==> src/hw/rtl/ecc_psm_pkg.sv <==
// Shared types, constants and codes for the prime-field scalar multiply unit.
`timescale 1ns / 1ps

package ecc_psm_pkg;

    localparam int FIELD_BITS = 30;
    localparam int WIDE_BITS  = FIELD_BITS + 1;
    localparam int CNT_W      = $clog2(FIELD_BITS);
    localparam int CFG_IDX_W  = 2;

    typedef logic [FIELD_BITS-1:0] fe_t;
    typedef logic [WIDE_BITS-1:0]  fe_wide_t;

    // Register indexes on the configuration port
    localparam logic [CFG_IDX_W-1:0] CFG_MODULUS     = 2'd0;
    localparam logic [CFG_IDX_W-1:0] CFG_COEFF_A     = 2'd1;
    localparam logic [CFG_IDX_W-1:0] CFG_GROUP_ORDER = 2'd2;

    localparam fe_t MODULUS_RESET     = FIELD_BITS'(97);
    localparam fe_t COEFF_A_RESET     = FIELD_BITS'(2);
    localparam fe_t GROUP_ORDER_RESET = FIELD_BITS'(5);
    localparam fe_t MODULUS_MIN       = FIELD_BITS'(3);

    typedef struct packed {
        fe_t  scalar;
        fe_t  point_x;
        fe_t  point_y;
        logic point_is_infinity;
    } in_item_t;

    typedef struct packed {
        fe_t  result_x;
        fe_t  result_y;
        logic result_is_infinity;
        logic no_inverse;
    } out_item_t;

    // Datapath operations
    typedef enum logic [3:0] {
        OP_NOP,
        OP_LOAD,
        OP_MOV,
        OP_ADD,
        OP_SUB,
        OP_MUL,
        OP_DIV,
        OP_COPY,
        OP_ACC_INF,
        OP_ADDEND_INF,
        OP_FAIL,
        OP_FIN_ACC,
        OP_FIN_ADDEND,
        OP_KSHR,
        OP_OUT
    } op_t;

    // Datapath operand and destination registers
    typedef enum logic [4:0] {
        R_ZERO,
        R_ONE,
        R_P,
        R_N,
        R_CA,
        R_X1,
        R_Y1,
        R_X2,
        R_Y2,
        R_FA,
        R_LAM,
        R_U,
        R_V,
        R_R,
        R_NR,
        R_T,
        R_NT,
        R_Q,
        R_K
    } reg_sel_t;

    typedef struct packed {
        op_t      op;
        reg_sel_t dst;
        reg_sel_t src1;
        reg_sel_t src2;
    } cmd_t;

    typedef struct packed {
        logic done;
        logic k_zero;
        logic k_bit0;
        logic k_last;
        logic inf1;
        logic inf2;
        logic x_eq;
        logic y_eq;
        logic y_opp;
        logic y2_zero;
        logic nr_zero;
        logic r_gt1;
        logic out_free;
    } stat_t;

    typedef enum logic [1:0] {
        MODE_ADD,
        MODE_DBLA,
        MODE_DBL2
    } mode_t;

    typedef enum logic [5:0] {
        S_IDLE,
        S_RED_K,
        S_RED_X,
        S_RED_Y,
        S_RED_A,
        S_CHECK,
        S_LOOP,
        S_ADD_BEGIN,
        S_DBL_BEGIN,
        S_AN0,
        S_AN1,
        S_DN0,
        S_DN1,
        S_DN2,
        S_DN3,
        S_DN4,
        S_INV0,
        S_INV1,
        S_INV2,
        S_IT0,
        S_IT1,
        S_IT2,
        S_IT3,
        S_IT4,
        S_IT5,
        S_IT6,
        S_IT7,
        S_LAM0,
        S_F0,
        S_F1,
        S_F2,
        S_F3,
        S_F4,
        S_F5,
        S_F6,
        S_STEP,
        S_FINISH
    } state_t;

endpackage

==> src/hw/rtl/ecc_psm_ctrl.sv <==
// Sequencer for double-and-add, point formulas and the Euclid inverse.
`timescale 1ns / 1ps

module ecc_psm_ctrl (
    input  logic                aclk,
    input  logic                aresetn,
    input  logic                s_valid,
    output logic                s_ready,
    input  ecc_psm_pkg::stat_t  stat,
    output ecc_psm_pkg::cmd_t   cmd
);
    import ecc_psm_pkg::*;

    state_t   state_reg, state_next;
    mode_t    mode_reg, mode_next;
    reg_sel_t base_x, base_y, other_x;

    // Hold state and point-operation mode
    always_ff @(posedge aclk) begin
        if (!aresetn) begin
            state_reg <= S_IDLE;
            mode_reg  <= MODE_ADD;
        end else begin
            state_reg <= state_next;
            mode_reg  <= mode_next;
        end
    end

    // Next state
    always_comb begin
        state_next = state_reg;
        mode_next  = mode_reg;
        case (state_reg)
            S_IDLE:    if (s_valid) state_next = S_RED_K;
            S_RED_K:   if (stat.done) state_next = S_RED_X;
            S_RED_X:   if (stat.done) state_next = S_RED_Y;
            S_RED_Y:   if (stat.done) state_next = S_RED_A;
            S_RED_A:   if (stat.done) state_next = S_CHECK;
            S_CHECK:   state_next = (stat.k_zero || stat.inf2) ? S_FINISH : S_LOOP;
            S_LOOP:    state_next = stat.k_bit0 ? S_ADD_BEGIN : S_DBL_BEGIN;
            S_ADD_BEGIN: begin
                if (stat.inf1 || stat.inf2) begin
                    state_next = S_DBL_BEGIN;
                end else if (stat.x_eq && stat.y_opp) begin
                    state_next = S_DBL_BEGIN;
                end else if (stat.x_eq && stat.y_eq) begin
                    mode_next  = MODE_DBLA;
                    state_next = S_DN0;
                end else begin
                    mode_next  = MODE_ADD;
                    state_next = S_AN0;
                end
            end
            S_DBL_BEGIN: begin
                if (stat.inf2 || stat.y2_zero) begin
                    state_next = S_STEP;
                end else begin
                    mode_next  = MODE_DBL2;
                    state_next = S_DN0;
                end
            end
            S_AN0:     state_next = S_AN1;
            S_AN1:     state_next = S_INV0;
            S_DN0:     if (stat.done) state_next = S_DN1;
            S_DN1:     state_next = S_DN2;
            S_DN2:     state_next = S_DN3;
            S_DN3:     state_next = S_DN4;
            S_DN4:     state_next = S_INV0;
            S_INV0:    state_next = S_INV1;
            S_INV1:    state_next = S_INV2;
            S_INV2:    state_next = S_IT0;
            S_IT0: begin
                if (!stat.nr_zero)     state_next = S_IT1;
                else if (stat.r_gt1)   state_next = S_FINISH;
                else                   state_next = S_LAM0;
            end
            S_IT1:     if (stat.done) state_next = S_IT2;
            S_IT2:     state_next = S_IT3;
            S_IT3:     state_next = S_IT4;
            S_IT4:     if (stat.done) state_next = S_IT5;
            S_IT5:     state_next = S_IT6;
            S_IT6:     state_next = S_IT7;
            S_IT7:     state_next = S_IT0;
            S_LAM0:    if (stat.done) state_next = S_F0;
            S_F0:      if (stat.done) state_next = S_F1;
            S_F1:      state_next = S_F2;
            S_F2:      state_next = S_F3;
            S_F3:      state_next = S_F4;
            S_F4:      if (stat.done) state_next = S_F5;
            S_F5:      state_next = S_F6;
            S_F6:      state_next = (mode_reg == MODE_DBL2) ? S_STEP : S_DBL_BEGIN;
            S_STEP:    state_next = stat.k_last ? S_FINISH : S_LOOP;
            S_FINISH:  if (stat.out_free) state_next = S_IDLE;
            default:   state_next = S_IDLE;
        endcase
    end

    // Operand roles for the current point operation
    always_comb begin
        base_x  = (mode_reg == MODE_DBL2) ? R_X2 : R_X1;
        base_y  = (mode_reg == MODE_DBL2) ? R_Y2 : R_Y1;
        other_x = (mode_reg == MODE_DBLA) ? R_X1 : R_X2;
    end

    // Commands to the datapath
    always_comb begin
        cmd      = '{op: OP_NOP, dst: R_ZERO, src1: R_ZERO, src2: R_ZERO};
        s_ready  = 1'b0;
        case (state_reg)
            S_IDLE: begin
                // Refuse beats while reset is held
                s_ready = aresetn;
                if (s_valid && aresetn) cmd.op = OP_LOAD;
            end
            S_RED_K: cmd = '{op: OP_DIV, dst: R_K,  src1: R_K,  src2: R_N};
            S_RED_X: cmd = '{op: OP_DIV, dst: R_X2, src1: R_X2, src2: R_P};
            S_RED_Y: cmd = '{op: OP_DIV, dst: R_Y2, src1: R_Y2, src2: R_P};
            S_RED_A: cmd = '{op: OP_DIV, dst: R_FA, src1: R_CA, src2: R_P};
            S_ADD_BEGIN: begin
                if (stat.inf1)                     cmd.op = OP_COPY;
                else if (stat.inf2)                cmd.op = OP_NOP;
                else if (stat.x_eq && stat.y_opp)  cmd.op = OP_ACC_INF;
            end
            S_DBL_BEGIN: if (stat.inf2 || stat.y2_zero) cmd.op = OP_ADDEND_INF;
            // Chord slope parts
            S_AN0: cmd = '{op: OP_SUB, dst: R_LAM, src1: R_Y2, src2: R_Y1};
            S_AN1: cmd = '{op: OP_SUB, dst: R_NR,  src1: R_X2, src2: R_X1};
            // Tangent slope parts: 3x^2 + a over 2y
            S_DN0: cmd = '{op: OP_MUL, dst: R_U,   src1: base_x, src2: base_x};
            S_DN1: cmd = '{op: OP_ADD, dst: R_V,   src1: R_U,    src2: R_U};
            S_DN2: cmd = '{op: OP_ADD, dst: R_V,   src1: R_V,    src2: R_U};
            S_DN3: cmd = '{op: OP_ADD, dst: R_LAM, src1: R_V,    src2: R_FA};
            S_DN4: cmd = '{op: OP_ADD, dst: R_NR,  src1: base_y, src2: base_y};
            // Euclid setup
            S_INV0: cmd = '{op: OP_MOV, dst: R_R,  src1: R_P,    src2: R_ZERO};
            S_INV1: cmd = '{op: OP_MOV, dst: R_T,  src1: R_ZERO, src2: R_ZERO};
            S_INV2: cmd = '{op: OP_MOV, dst: R_NT, src1: R_ONE,  src2: R_ZERO};
            S_IT0:  if (stat.nr_zero && stat.r_gt1) cmd.op = OP_FAIL;
            // One Euclid step, Bezout coefficient kept modulo p
            S_IT1: cmd = '{op: OP_DIV, dst: R_U,  src1: R_R,  src2: R_NR};
            S_IT2: cmd = '{op: OP_MOV, dst: R_R,  src1: R_NR, src2: R_ZERO};
            S_IT3: cmd = '{op: OP_MOV, dst: R_NR, src1: R_U,  src2: R_ZERO};
            S_IT4: cmd = '{op: OP_MUL, dst: R_U,  src1: R_NT, src2: R_Q};
            S_IT5: cmd = '{op: OP_SUB, dst: R_U,  src1: R_T,  src2: R_U};
            S_IT6: cmd = '{op: OP_MOV, dst: R_T,  src1: R_NT, src2: R_ZERO};
            S_IT7: cmd = '{op: OP_MOV, dst: R_NT, src1: R_U,  src2: R_ZERO};
            // Slope and new coordinates
            S_LAM0: cmd = '{op: OP_MUL, dst: R_LAM, src1: R_LAM,  src2: R_T};
            S_F0:   cmd = '{op: OP_MUL, dst: R_U,   src1: R_LAM,  src2: R_LAM};
            S_F1:   cmd = '{op: OP_SUB, dst: R_U,   src1: R_U,    src2: base_x};
            S_F2:   cmd = '{op: OP_SUB, dst: R_U,   src1: R_U,    src2: other_x};
            S_F3:   cmd = '{op: OP_SUB, dst: R_V,   src1: base_x, src2: R_U};
            S_F4:   cmd = '{op: OP_MUL, dst: R_V,   src1: R_LAM,  src2: R_V};
            S_F5:   cmd = '{op: OP_SUB, dst: R_V,   src1: R_V,    src2: base_y};
            S_F6:   cmd.op = (mode_reg == MODE_DBL2) ? OP_FIN_ADDEND : OP_FIN_ACC;
            S_STEP:   cmd.op = OP_KSHR;
            S_FINISH: if (stat.out_free) cmd.op = OP_OUT;
            default: ;
        endcase
    end

endmodule

==> src/hw/rtl/ecc_psm_dpath.sv <==
// Register file, serial modular multiplier and divider, config and result registers.
`timescale 1ns / 1ps

module ecc_psm_dpath (
    input  logic                                     aclk,
    input  logic                                     aresetn,
    input  ecc_psm_pkg::cmd_t                        cmd,
    output ecc_psm_pkg::stat_t                       stat,
    input  logic                                     cfg_valid,
    input  logic [ecc_psm_pkg::CFG_IDX_W-1:0]        cfg_index,
    input  logic [ecc_psm_pkg::FIELD_BITS-1:0]       cfg_data,
    input  ecc_psm_pkg::in_item_t                    s_data,
    input  logic                                     m_ready,
    output logic                                     m_valid,
    output ecc_psm_pkg::out_item_t                   m_data
);
    import ecc_psm_pkg::*;

    fe_t modulus_reg, coeff_a_reg, group_order_reg;
    fe_t x1_reg, y1_reg, x2_reg, y2_reg, fa_reg, lam_reg, u_reg, v_reg;
    fe_t r_reg, nr_reg, t_reg, nt_reg, q_reg, k_reg;
    logic inf1_reg, inf2_reg, fail_reg;

    logic           busy_reg, is_div_reg;
    logic [CNT_W-1:0] cnt_reg;
    reg_sel_t       dst_reg;
    fe_t            opa_reg, opb_reg, quo_reg;
    fe_wide_t       acc_reg;
    logic           m_valid_reg;
    out_item_t      m_data_reg;

    fe_t      fp, fn, src1_val, src2_val, alu_val, wr_val, quo_next;
    fe_wide_t sum_w, diff_w, dbl_w, dbl_r, madd_w, madd_r, trial_w, rem_next, ysum_w;
    logic     multi_op, last_step, div_ge, wr_en;
    reg_sel_t wr_sel;

    // Effective modulus and order
    always_comb begin
        fp = (modulus_reg < MODULUS_MIN) ? MODULUS_MIN : modulus_reg;
        fn = (group_order_reg == '0) ? FIELD_BITS'(1) : group_order_reg;
    end

    function automatic fe_t read_sel(input reg_sel_t s);
        fe_t v;
        case (s)
            R_ZERO:  v = '0;
            R_ONE:   v = FIELD_BITS'(1);
            R_P:     v = fp;
            R_N:     v = fn;
            R_CA:    v = coeff_a_reg;
            R_X1:    v = x1_reg;
            R_Y1:    v = y1_reg;
            R_X2:    v = x2_reg;
            R_Y2:    v = y2_reg;
            R_FA:    v = fa_reg;
            R_LAM:   v = lam_reg;
            R_U:     v = u_reg;
            R_V:     v = v_reg;
            R_R:     v = r_reg;
            R_NR:    v = nr_reg;
            R_T:     v = t_reg;
            R_NT:    v = nt_reg;
            R_Q:     v = q_reg;
            R_K:     v = k_reg;
            default: v = '0;
        endcase
        return v;
    endfunction

    // Modular add, subtract and move, computed combinationally
    always_comb begin
        src1_val = read_sel(cmd.src1);
        src2_val = read_sel(cmd.src2);
        sum_w    = {1'b0, src1_val} + {1'b0, src2_val};
        diff_w   = {1'b0, src1_val} + {1'b0, fp} - {1'b0, src2_val};
        case (cmd.op)
            OP_ADD:  alu_val = (sum_w >= {1'b0, fp}) ? FIELD_BITS'(sum_w - {1'b0, fp})
                                                     : sum_w[FIELD_BITS-1:0];
            OP_SUB:  alu_val = (src1_val >= src2_val) ? (src1_val - src2_val)
                                                      : diff_w[FIELD_BITS-1:0];
            default: alu_val = src1_val;
        endcase
    end

    // One step of the serial multiplier (double-and-add mod p) and the restoring divider
    always_comb begin
        dbl_w    = {acc_reg[FIELD_BITS-1:0], 1'b0};
        dbl_r    = (dbl_w >= {1'b0, fp}) ? (dbl_w - {1'b0, fp}) : dbl_w;
        madd_w   = dbl_r + (opb_reg[FIELD_BITS-1] ? {1'b0, opa_reg} : '0);
        madd_r   = (madd_w >= {1'b0, fp}) ? (madd_w - {1'b0, fp}) : madd_w;
        trial_w  = {acc_reg[FIELD_BITS-1:0], opb_reg[FIELD_BITS-1]};
        div_ge   = (trial_w >= {1'b0, opa_reg});
        rem_next = div_ge ? (trial_w - {1'b0, opa_reg}) : trial_w;
        quo_next = {quo_reg[FIELD_BITS-2:0], div_ge};
    end

    // Register write select
    always_comb begin
        multi_op  = (cmd.op == OP_MUL) || (cmd.op == OP_DIV);
        last_step = busy_reg && (cnt_reg == CNT_W'(FIELD_BITS - 1));
        wr_en     = 1'b0;
        wr_sel    = cmd.dst;
        wr_val    = alu_val;
        if (last_step) begin
            wr_en  = 1'b1;
            wr_sel = dst_reg;
            wr_val = is_div_reg ? rem_next[FIELD_BITS-1:0] : madd_r[FIELD_BITS-1:0];
        end else if (!busy_reg && ((cmd.op == OP_MOV) || (cmd.op == OP_ADD)
                                   || (cmd.op == OP_SUB))) begin
            wr_en = 1'b1;
        end
    end

    // Status to the sequencer
    always_comb begin
        ysum_w        = {1'b0, y1_reg} + {1'b0, y2_reg};
        stat.done     = multi_op ? last_step : 1'b1;
        stat.k_zero   = (k_reg == '0);
        stat.k_bit0   = k_reg[0];
        stat.k_last   = (k_reg[FIELD_BITS-1:1] == '0);
        stat.inf1     = inf1_reg;
        stat.inf2     = inf2_reg;
        stat.x_eq     = (x1_reg == x2_reg);
        stat.y_eq     = (y1_reg == y2_reg);
        stat.y_opp    = (ysum_w == '0) || (ysum_w == {1'b0, fp});
        stat.y2_zero  = (y2_reg == '0);
        stat.nr_zero  = (nr_reg == '0);
        stat.r_gt1    = (r_reg > FIELD_BITS'(1));
        stat.out_free = !m_valid_reg || m_ready;
    end

    // Control flags, config registers and result handshake
    always_ff @(posedge aclk) begin
        if (!aresetn) begin
            modulus_reg     <= MODULUS_RESET;
            coeff_a_reg     <= COEFF_A_RESET;
            group_order_reg <= GROUP_ORDER_RESET;
            busy_reg        <= 1'b0;
            cnt_reg         <= '0;
            inf1_reg        <= 1'b1;
            inf2_reg        <= 1'b0;
            fail_reg        <= 1'b0;
            m_valid_reg     <= 1'b0;
        end else begin
            if (cfg_valid) begin
                case (cfg_index)
                    CFG_MODULUS:     modulus_reg     <= cfg_data;
                    CFG_COEFF_A:     coeff_a_reg     <= cfg_data;
                    CFG_GROUP_ORDER: group_order_reg <= cfg_data;
                    default: ;
                endcase
            end
            if (busy_reg) begin
                cnt_reg <= cnt_reg + CNT_W'(1);
                if (last_step) busy_reg <= 1'b0;
            end else if (multi_op) begin
                busy_reg <= 1'b1;
                cnt_reg  <= '0;
            end
            case (cmd.op)
                OP_LOAD: begin
                    inf1_reg <= 1'b1;
                    inf2_reg <= s_data.point_is_infinity;
                    fail_reg <= 1'b0;
                end
                OP_COPY:       inf1_reg <= inf2_reg;
                OP_ACC_INF:    inf1_reg <= 1'b1;
                OP_ADDEND_INF: inf2_reg <= 1'b1;
                OP_FAIL:       fail_reg <= 1'b1;
                OP_FIN_ACC:    inf1_reg <= 1'b0;
                default: ;
            endcase
            if (cmd.op == OP_OUT)  m_valid_reg <= 1'b1;
            else if (m_ready)      m_valid_reg <= 1'b0;
        end
    end

    // Operand registers and serial unit state
    always_ff @(posedge aclk) begin
        if (!busy_reg && multi_op) begin
            is_div_reg <= (cmd.op == OP_DIV);
            dst_reg    <= cmd.dst;
            opa_reg    <= (cmd.op == OP_DIV) ? src2_val : src1_val;
            opb_reg    <= (cmd.op == OP_DIV) ? src1_val : src2_val;
            acc_reg    <= '0;
            quo_reg    <= '0;
        end else if (busy_reg) begin
            opb_reg <= {opb_reg[FIELD_BITS-2:0], 1'b0};
            acc_reg <= is_div_reg ? rem_next : madd_r;
            quo_reg <= quo_next;
            if (last_step && is_div_reg) q_reg <= quo_next;
        end
        if (wr_en) begin
            case (wr_sel)
                R_X1:    x1_reg  <= wr_val;
                R_Y1:    y1_reg  <= wr_val;
                R_X2:    x2_reg  <= wr_val;
                R_Y2:    y2_reg  <= wr_val;
                R_FA:    fa_reg  <= wr_val;
                R_LAM:   lam_reg <= wr_val;
                R_U:     u_reg   <= wr_val;
                R_V:     v_reg   <= wr_val;
                R_R:     r_reg   <= wr_val;
                R_NR:    nr_reg  <= wr_val;
                R_T:     t_reg   <= wr_val;
                R_NT:    nt_reg  <= wr_val;
                R_K:     k_reg   <= wr_val;
                default: ;
            endcase
        end
        case (cmd.op)
            OP_LOAD: begin
                k_reg  <= s_data.scalar;
                x2_reg <= s_data.point_x;
                y2_reg <= s_data.point_y;
            end
            OP_COPY: begin
                x1_reg <= x2_reg;
                y1_reg <= y2_reg;
            end
            OP_FIN_ACC: begin
                x1_reg <= u_reg;
                y1_reg <= v_reg;
            end
            OP_FIN_ADDEND: begin
                x2_reg <= u_reg;
                y2_reg <= v_reg;
            end
            OP_KSHR: k_reg <= {1'b0, k_reg[FIELD_BITS-1:1]};
            OP_OUT: begin
                if (fail_reg) begin
                    m_data_reg <= '{result_x: '0, result_y: '0,
                                    result_is_infinity: 1'b0, no_inverse: 1'b1};
                end else if (inf1_reg) begin
                    m_data_reg <= '{result_x: '0, result_y: '0,
                                    result_is_infinity: 1'b1, no_inverse: 1'b0};
                end else begin
                    m_data_reg <= '{result_x: x1_reg, result_y: y1_reg,
                                    result_is_infinity: 1'b0, no_inverse: 1'b0};
                end
            end
            default: ;
        endcase
    end

    assign m_valid = m_valid_reg;
    assign m_data  = m_data_reg;

endmodule

==> src/hw/rtl/ecc_prime_field_scalar_multiply_unit.sv <==
// Top level: scalar multiplication k*P on a short Weierstrass curve over GF(p).
//
//   channel  direction  handshake            beat
//   s_       in         s_valid / s_ready    in_item_t (scalar, point, identity flag)
//   m_       out        m_valid / m_ready    out_item_t (result, identity, no_inverse)
//   cfg_     in         cfg_valid/cfg_ready  cfg_index, cfg_data (modulus, a, order)
//
// One item at a time. Reductions of k, x, y and a run in turn through the divider, each a
// load plus 30 divider steps. Each scalar bit costs up to one point add and one doubling,
// each plus the Euclid inverse, which runs one divide-and-update pass per quotient step.
// All field products go through one bit-serial multiplier.
// Reset is synchronous; config registers return to 97, 2 and 5.
// A waiting result stalls only the last state; the next beat is taken once it moves.
`timescale 1ns / 1ps

module ecc_prime_field_scalar_multiply_unit (
    input  logic                                 aclk,
    input  logic                                 aresetn,
    input  logic                                 s_valid,
    output logic                                 s_ready,
    input  ecc_psm_pkg::in_item_t                s_data,
    output logic                                 m_valid,
    input  logic                                 m_ready,
    output ecc_psm_pkg::out_item_t               m_data,
    input  logic                                 cfg_valid,
    output logic                                 cfg_ready,
    input  logic [ecc_psm_pkg::CFG_IDX_W-1:0]    cfg_index,
    input  logic [ecc_psm_pkg::FIELD_BITS-1:0]   cfg_data
);
    import ecc_psm_pkg::*;

    cmd_t  cmd;
    stat_t stat;

    // Take config writes once out of reset
    assign cfg_ready = aresetn;

    ecc_psm_ctrl u_ctrl (
        .aclk    (aclk),
        .aresetn (aresetn),
        .s_valid (s_valid),
        .s_ready (s_ready),
        .stat    (stat),
        .cmd     (cmd)
    );

    ecc_psm_dpath u_dpath (
        .aclk      (aclk),
        .aresetn   (aresetn),
        .cmd       (cmd),
        .stat      (stat),
        .cfg_valid (cfg_valid && cfg_ready),
        .cfg_index (cfg_index),
        .cfg_data  (cfg_data),
        .s_data    (s_data),
        .m_ready   (m_ready),
        .m_valid   (m_valid),
        .m_data    (m_data)
    );

    // Identity and failure never both flagged
    a_flags_exclusive: assert property (@(posedge aclk) disable iff (!aresetn)
        m_valid |-> !(m_data.result_is_infinity && m_data.no_inverse))
        else $error("identity and no_inverse both set");

    // Identity or failure result carries zero coordinates
    a_zero_coords: assert property (@(posedge aclk) disable iff (!aresetn)
        (m_valid && (m_data.result_is_infinity || m_data.no_inverse))
            |-> (m_data.result_x == '0) && (m_data.result_y == '0))
        else $error("coordinates not cleared");

    // An accepted beat makes the block busy
    a_busy_after_accept: assert property (@(posedge aclk) disable iff (!aresetn)
        (s_valid && s_ready) |=> !s_ready)
        else $error("input taken while busy");

endmodule
==> config.mk <==
export PLATFORM = sky130hd
export DESIGN_NAME = ecc_prime_field_scalar_multiply_unit
export DESIGN_NICKNAME = d
export VERILOG_FILES = /design/src/hw/rtl/ecc_psm_pkg.sv /design/src/hw/rtl/ecc_psm_ctrl.sv /design/src/hw/rtl/ecc_psm_dpath.sv /design/src/hw/rtl/ecc_prime_field_scalar_multiply_unit.sv
export SDC_FILE = /design/constraint.sdc
export NUM_CORES = 2
export LEC_CHECK = 0
export ABC_AREA = 1
export BUFFER_PORTS_ARGS = -buffer_cell sky130_fd_sc_hd__buf_2
export CAP_MARGIN = 15
export CELL_PAD_IN_SITES_DETAIL_PLACEMENT = 1
export CELL_PAD_IN_SITES_GLOBAL_PLACEMENT = 1
export CORE_AREA = 2 2 399 401
export CTS_BUF_LIST = sky130_fd_sc_hd__clkbuf_2 sky130_fd_sc_hd__clkbuf_4 sky130_fd_sc_hd__clkbuf_8
export DETAILED_ROUTE_END_ITERATION = 10
export DIE_AREA = 0 0 401 403
export GPL_ROUTABILITY_DRIVEN = 1
export PLACE_DENSITY_LB_ADDON = 0.15
export SYNTH_ARGS = -nofsm -noshare
export SYNTH_HDL_FRONTEND = slang
export SYNTH_SLANG_ARGS = --single-unit
==> constraint.sdc <==
create_clock -name aclk -period 8.24 [get_ports aclk]
set_input_delay 0.412 -clock aclk [delete_from_list [all_inputs] [get_ports aclk]]
set_output_delay 0.412 -clock aclk [all_outputs]
set_load 0.01 [all_outputs]
==> flow_summary.toml <==
[sta]
hold_slack_ps = 46.6
final-hold-violation-count = 0
clock_period_minus_worst_slack_ps = 8010
worst_clock_skew_ps = 71.8
worstMarginPinSlew_ps = 1300
slew_violations = 0
maxSlewHeadroom_pct = 13.1
max_freq_mhz = 125
finalSetupViolCount = 0
period_share_pct = 97.3

[global_route]
use_met3_pct = 13.5
grt_antenna_before_repair = 44
gr-usage-met1_pct = 58.4
maximum_number_of_pins_on_one_net_before_global_route_repair = 91
globalRouteOverflowTotal = 0
first_global_vias = 61300
global_route_wire_length_before_repair_um = 498000
use_met2_pct = 63.4
grt_most_used_layer = "met2"
grt_util_all_layers_pct = 44.6

[min_path]
worstHoldPathType = "input pin to register"

[run]
max_cap_violations = 0

[clock_network]
cts-root-buf = "clkbuf_8"
numCtsBuffers = 140
clkTransAtPathRegs_ps = 80
cts.htree.levels = 4
cts.path.max_buffers = 3
clock_insertion_delay_worst_skew_ps = 940
clock_sinks = 715
tritoncts = "built"

[finish]
largest_reg_flops = 62
layout-drive-gt1-share_pct = 16.3
area_growth_pct = 23.2
design.final.nets = 8832

[logic_synthesis]
most_area_consuming_cells_after_synthesis = "edfxtp_1 30%, nand2_1 12%, inv_1 8.0%"
ys_types = 70
synthTopCellsByCount = "1739 x nand2_1, 1162 x inv_1, 693 x nor2_1, 572 x o21ai_0, 548 x edfxtp_1"
synth_cells = 7533
yosysWarnings = 0
postSynth.asyncResetShare_pct = 0
ys_dominant_reg_cell = "edfxtp_1"
netlist_area_um2 = 54700
number_of_enable_flip_flop_cells_after_synthesis = 548
yosys_register_bits = 715
netlist.area_leader.share_pct = 30.1
synthMostInstantiatedCell = "nand2_1"
synth.largest_area_cell = "edfxtp_1"
synth_seq_area_share_pct = 36.2
mappedNetlistNets = 7971
post_synth.cell_area_avg_um2 = 7.26

[routing]
vias_per_cell = 5.97
wirelength_um = 373000
route.vias.total = 63300
routedWlPerCell_um = 35.2
antenna_left = 0
drcViolationCount = 0
drtPass1Iterations = 6
detail_route.iter0.violations = 7967

[die]
start_util_pct = 34.7
die_x_um = 401
core_region_area_um2 = 157000
floorplan.io_pins = 193
floorplan.die_area_um2 = 162000
die_height_um = 403
fp-row-count = 146

[setup_path]
worst-endpoint-arrival_ps = 8650
cp_data_required_time_ps = 8870
crit_type = "register to register"
slowest_delay_ps = 430
path_common_cell = "nand2_1"
critical_path.startpoint_type = "register"
slowest_stage = "dfxtp_4"
endpoint_kind = "register"
worst_path_fanout_max = 18

[placed_design]
finalWeightedCongestion = 1.06
port_buffers = 192
detailedPlacementHpwl_um = 296000

[outcome]
outcome = "completed"
==> layout make-up <==
class / count / area [um^2]
clock buffer: 193 / 2390
timing repair buffer: 961 / 7340
sequential: 715 / 19800
tap: 2072 / 2590
inverter: 1196 / 4510
fill: 19600 / 90100
multi-input combinational: 5379 / 30100
timing repair inverter: 1 / 5.00
clock inverter: 63 / 549
antenna: 21 / 52.6
==> placed cells by master (no fill, tap or decap), drive strengths merged, types with 20 or more instances in the layout <==
cell type	instances
diode	21
nor4	60
buf	854
dlygate4sd3	106
xnor2	62
nor2	709
o21bai	40
nand3b	41
edfxtp	548
o211ai	72
inv	1193
a211oi	43
a21oi	395
clkbuf	194
dfxtp	167
xor2	154
nand3	430
a221oi	26
a22oi	42
o221ai	23
a21o	30
nor3	99
and2	34
clkinv	57
ha	273
fa	37
a21boi	20
o21ai	601
o22ai	179
nand2	1768
nand4	136
==> path summary, 6_finish.rpt <==
check | startpoint | endpoint | slack, ps | cells after the start
setup / recovery | u_ctrl.state_reg[4]$_SDFFE_PN0P_ | u_dpath.nt_reg[20]$_DFFE_PP_ | 230 | 46
hold reg to reg | u_dpath.quo_reg[15]$_SDFFE_PP0P_ | u_dpath.q_reg[16]$_DFFE_PP_ | 430 | 0
hold / removal | s_data[45] | u_dpath.x2_reg[14]$_DFFE_PP_ | 50 | 5
setup reg to reg | u_ctrl.state_reg[4]$_SDFFE_PN0P_ | u_dpath.nt_reg[20]$_DFFE_PP_ | 230 | 46
==> through the flow <==
| stage | instance area (um^2) | utilization, % | worst slack [ps] | std cells | TNS (ps) |
|---|---|---|---|---|---|
| 3_5_place_dp | 62300 | 39.6 | -246 | 10200 | -17010 |
| 3_3_place_gp | 62300 | 39.5 | -286 | 10200 | -22350 |
| 6_report | 67400 | 42.8 | 226 | 10600 | 0 |
| 5_1_grt | 67300 | 42.7 | -51.9 | 10600 | -2520 |
| 4_1_cts | 66400 | 42.1 | 25.0 | 10500 | 0 |
| 2_1_floorplan | 54700 | - | 1380 | 7533 | 0 |
==> cells by family (layout without fill, tap and decap cells) <==
logic type / after synthesis / after routing / synth area share, %
AO/OA/AOI/OAI: 1550 / 1550 / 16.5
XOR/XNOR: 218 / 218 / 3.54
adder cells (fa/ha/maj): 310 / 310 / 7.60
buffers and inverters: 1441 / 2414 / 10.1
flip-flops: 715 / 715 / 36.2
other: 0 / 21 / 0
AND/OR/NAND/NOR: 3299 / 3301 / 26.0
==> worst max-delay path, delay by kind of cell, from the launching register on <==
family,cells,cell delay (ps)
and+or+nand+nor,17,2480
buffers and inverters,15,2250
AOI/OAI and AO/OA,11,1660
adders and majority gates,2,660
DFF,1,430
xor gates and xnor gates,1,150
==> timing repair <==
action | 4_1_cts | 5_1_grt
pin swaps | 1 | 27
endpoints found under the hold margin | 164 | 0
hold buffers | 106 | 0
gates resized for setup | 20 | 183
setup endpoints to repair | 300 | 400
cloned | 0 | 4
setup buffers | 0 | 39
==> routing by layer <==
layer  vias up  wire [um]
met5         -        369
met3       907      44900
met2      3916     150000
li1      27000          -
met4        35      28000
met1     31400     150000
Power is left out: the tool's default activity adds up to more than one toggle a clock period on the data nets, which glitch-free logic cannot reach.
